==> config.mk <==
export PLATFORM = sky130hd
export DESIGN_NAME = dbr_ram
export DESIGN_NICKNAME = d
export VERILOG_FILES = /design/src/hdl/dbr_ram.sv
export SDC_FILE = /design/constraint.sdc
export NUM_CORES = 2
export LEC_CHECK = 0
export BUFFER_PORTS_ARGS = -buffer_cell sky130_fd_sc_hd__clkbuf_2
export CAP_MARGIN = 20
export CORE_ASPECT_RATIO = 0.5
export CORE_MARGIN = 2
export CORE_UTILIZATION = 33
export CTS_BUF_LIST = sky130_fd_sc_hd__clkbuf_16
export DETAILED_ROUTE_END_ITERATION = 16
export PLACE_DENSITY_LB_ADDON = 0.3
export SLEW_MARGIN = 20
export SYNTH_ARGS = -nofsm -noshare
export SYNTH_HDL_FRONTEND = slang
export SYNTH_SLANG_ARGS = --single-unit
==> constraint.sdc <==
create_clock -name clk -period 4.5 [get_ports clk]
set_clock_uncertainty 0.1 [all_clocks]
set_input_delay 0.225 -clock clk [delete_from_list [all_inputs] [get_ports clk]]
set_output_delay 0.225 -clock clk [all_outputs]
set_load 0.03 [all_outputs]
==> src/hdl/dbr_ram.sv <==
`timescale 1ns / 1ps
`default_nettype none

module dbr_ram #(
  parameter int WIDTH = 32,
  parameter int DEPTH = 64
) (
  input  wire logic                     clk,
  input  wire logic                     we,
  input  wire logic [$clog2(DEPTH)-1:0] waddr,
  input  wire logic [WIDTH-1:0]         wdata,
  input  wire logic [$clog2(DEPTH)-1:0] raddr,
  output logic      [WIDTH-1:0]         rdata
);

  logic [WIDTH-1:0] mem_r [DEPTH];

  // one write port, registered read
  always_ff @(posedge clk) begin
    if (we) begin
      mem_r[waddr] <= wdata;
    end
    rdata <= mem_r[raddr];
  end

endmodule

`default_nettype wire

==> results.txt <==
----------------------------------------------------
[Status]
  Status ... completed

[Routing]
  Total number of vias ... 37500
  Count of unresolved DRC violations after routing ... 0
  WL per Instance ... 30.8 um
  Total detailed-routing wirelength ... 213 mm
  Met2 wirelength from detailed routing ... 103 mm
  Number of DRC violations after detailed-routing iteration 0 ... 5219
  Antenna viol nets, final ... 0
  Metal-1 WL ... 90.2 mm
  DR WL met3 ... 15.6 mm
  Highest routed layer ... met4
  Length of the first detailed-routing pass in iterations ... 6
  Detail-routed via count per cell ... 5.40

[Clocking]
  Clock tree from TritonCTS ... yes
  Maximum clock path buffer count ... 3
  Worst-path clk slew ... 0.06 ns
  H-tree levels ... 4
  Root buf cell ... sky130_fd_sc_hd__clkbuf_16
  CTS Buf Count ... 190
  Clock latency on the worst-skew pair ... 0.83 ns
  Number of sinks on the clock net ... 2080

[Global routing]
  Pin count of the biggest net entering global routing ... 66
  Vias in the first global route ... 38000
  Wire length of the first global-routing pass ... 298 mm
  Overall global routing resource usage ... 17.5%
  Total congestion overflow ... 0
  Initial antenna violation count ... 18

[Synthesis]
  Area fraction of the dominant cell type after synthesis ... 78.3%
  Number of enable-type register cells in the synthesized netlist ... 2048
  Commonest cells in the netlist ... 2048 x sky130_fd_sc_hd__edfxtp_1, 544 x sky130_fd_sc_hd__mux4_2, 137 x sky130_fd_sc_hd__nor2_1
  Top flip-flop cell by instance count after synthesis ... sky130_fd_sc_hd__edfxtp_1
  Biggest area contributors in the synthesized netlist ... sky130_fd_sc_hd__edfxtp_1 78%, sky130_fd_sc_hd__mux4_2 16%, sky130_fd_sc_hd__mux2i_1 1.2%, sky130_fd_sc_hd__dfxtp_1 0.82%, sky130_fd_sc_hd__o22ai_1 0.67%
  Yosys top cell by area ... sky130_fd_sc_hd__edfxtp_1
  Post-Synthesis Mean Instance Area ... 23.6 um^2
  Top-count cell post-synth ... sky130_fd_sc_hd__edfxtp_1
  Post-synthesis sequential element count ... 2080
  Net Count, Synth ... 3370
  Post-synthesis cell area ... 78500 um^2
  Yosys cell types ... 34
  Gate count of the mapped netlist ... 3324
  Share of the yosys chip area belonging to registers ... 79.1%
  Warning count from the yosys run ... 0
  Async S/R FF share, synth ... 0%

[Die]
  Vertical die dimension ... 349 um
  Initial core utilization ... 33.2%
  Total core area ... 236000 um^2
  Cell row count ... 126
  Horizontal die dimension ... 694 um
  Die area ... 242000 um^2
  Top-level I/O count ... 78

[Place]
  Post-detailed-placement cell area ... 84200 um^2
  Worst slack after detailed placement ... 0.711 ns
  Number of buffers added on ports ... 77
  Detail Placement HPWL ... 121 mm
  Weighted congestion at the end of routability-driven global placement ... 0.771

[Setup path]
  Worst Path Arrival ... 3.49 ns
  Crit path kind ... input port to register
  CP Capture Type ... register
  Required @ worst endpoint ... 5.04 ns
  Reg-to-reg setup timing slack ... 1.76 ns
  Startpoint kind of the worst setup timing path ... input port
  Worst path max stage delay ... 0.79 ns
  Capture instance of the worst register-to-register path ... rdata[18]
  Crit-path most repeated cell ... sky130_fd_sc_hd__mux4_2
  Critical R2R Launch ... mem_r[15][18]
  Worst Reg2Reg Path Length in Cells ... 4
  Critical path fanouts, max ... 61
  Critical path cell sequence ... buf_8, buf_12, buf_4, mux4_2, mux4_2, o22ai_1, nor2_1
  Critical path's slowest cell ... sky130_fd_sc_hd__o22ai_1

[STA]
  Share of the cycle needed by the critical path after routing ... 65.5%
  Unrepaired setup endpoints after global routing ... no
  Worst slew margin relative to its limit ... 20.4%
  Final setup viols ... 0
  Final setup TNS ... 0 ns
  Minimum period implied by the final worst setup slack ... 2.95 ns
  Crit path setup slack, layout ... 1.55 ns
  Fmax ... 339 MHz
  Final hold slack ... 0.0814 ns
  Final count of pins violating max slew ... 0
  Final-report hold violation count ... 0
  Worst-Margin Slew ... 1.19 ns

[Hold path]
  Hold path startpoint ... wdata[30]
  Hold-critical path depth ... 2
  Hold WC Path Type ... input port to register
  Endpoint of the worst hold path ... mem_r[38][30]

[Finish]
  Share of final-layout standard cells stronger than drive strength 1 ... 30.4%
  Area of all sequential standard cells ... 62100 um^2
  # fillers ... 21000
  Area of the multi-input gates ... 16000 um^2
  Final nets ... 3687
  Area added between synthesis and finish ... 15.2%
  Ant. Diodes ... 0
  Post-Layout Inst Area ... 90500 um^2

[Job]
  Count of max-cap constraint violations ... 0

[Power]
  Worst VDD drop ... 408 uV
  Power Density ... 433 nW/um^2
  Pwr Total ... 39.2 mW
  Pleak ... 28.0 nW

----------------------------------------------------
==> per-layer routing <==
metal  vias up  track usage, %
met1     20800            24.7
met3       259            2.73
li1      14900               -
met2      1533            28.6
met4         0            3.83
met5         -               0
==> registers in the layout (all words and copies together) (netlist names) <==
signal and count:
mem_r 2048, rdata 32
==> report_power, final <==
part           internal [mW]  switching, mW  total [mW]  leakage (nW)
clock network           8.41           7.10        15.5          3.06
logic                  0.772           1.39        2.17          6.25
registers               21.4         0.0932        21.5          18.7
total                   30.6           8.59        39.2          28.0
==> how the worst max path moves through the flow <==
stage / to / cells after the start / from / slack, ns
after detailed placement: rdata[18] / 7 / raddr[1] / 0.71
final: rdata[18] / 7 / raddr[1] / 1.55
after floorplan: mem_r[48][0] / 4 / waddr[3] / 1.02
after global placement: rdata[18] / 7 / raddr[1] / 0.74
after global routing: rdata[18] / 7 / raddr[0] / 1.59
after CTS: rdata[18] / 7 / raddr[1] / 1.62
==> layout make-up <==
class / instances / area share [%]
Sequential cell: 2080 / 68.7
Multi-Input combinational cell: 1062 / 17.7
Clock inverter: 153 / 1.17
Tap cell: 3136 / 4.34
Timing Repair Buffer: 307 / 2.80
Clock buffer: 193 / 5.34
==> stage by stage <==
step	utilization (%)	std cells
3_5_place_dp	35.7	6552
2_1_floorplan	-	3324
5_1_grt	38.3	6931
3_3_place_gp	35.7	6552
6_report	38.3	6931
4_1_cts	38.3	6928
==> cells in the final DEF, fill, tap and decap left out, types with 26 or more instances in the layout <==
| cell | instances |
|---|---|
| sky130_fd_sc_hd__a21oi_1 | 62 |
| sky130_fd_sc_hd__mux2i_1 | 93 |
| sky130_fd_sc_hd__o221ai_1 | 27 |
| sky130_fd_sc_hd__nand2_1 | 26 |
| sky130_fd_sc_hd__clkbuf_2 | 73 |
| sky130_fd_sc_hd__edfxtp_1 | 2048 |
| sky130_fd_sc_hd__buf_4 | 175 |
| sky130_fd_sc_hd__dlygate4sd3_1 | 30 |
| sky130_fd_sc_hd__dfxtp_1 | 32 |
| sky130_fd_sc_hd__nor2_1 | 74 |
| sky130_fd_sc_hd__nor2_4 | 62 |
| sky130_fd_sc_hd__clkbuf_16 | 193 |
| sky130_fd_sc_hd__mux4_2 | 544 |
| sky130_fd_sc_hd__clkinv_2 | 39 |
| sky130_fd_sc_hd__clkinv_1 | 43 |
| sky130_fd_sc_hd__inv_1 | 44 |
| sky130_fd_sc_hd__o22ai_1 | 83 |
==> critical path: cells and delay by family <==
| family | cells | cell delay (ns) |
|---|---|---|
| simple gates | 1 | 0.24 |
| mux | 2 | 0.87 |
| buf+inv | 3 | 1.21 |
| compound gates | 1 | 0.79 |
==> cells by family (layout without fill, tap and decap cells) <==
logic type	Yosys count	after routing	synth area share [%]
simple gates	223	223	1.27
compound gates	202	202	1.67
buf+inv	182	653	1.13
mux	637	637	16.8
flops	2080	2080	79.1
==> repair_timing <==
item / 4_1_cts / 5_1_grt
endpoints found under the setup margin: 0 / 0
gates resized for setup: 0 / 0
buffers inserted: 0 / 0
hold buffers: 30 / 0
endpoints found under the hold margin: 1442 / 0
Note: power is estimated with default switching activity, not from simulation.
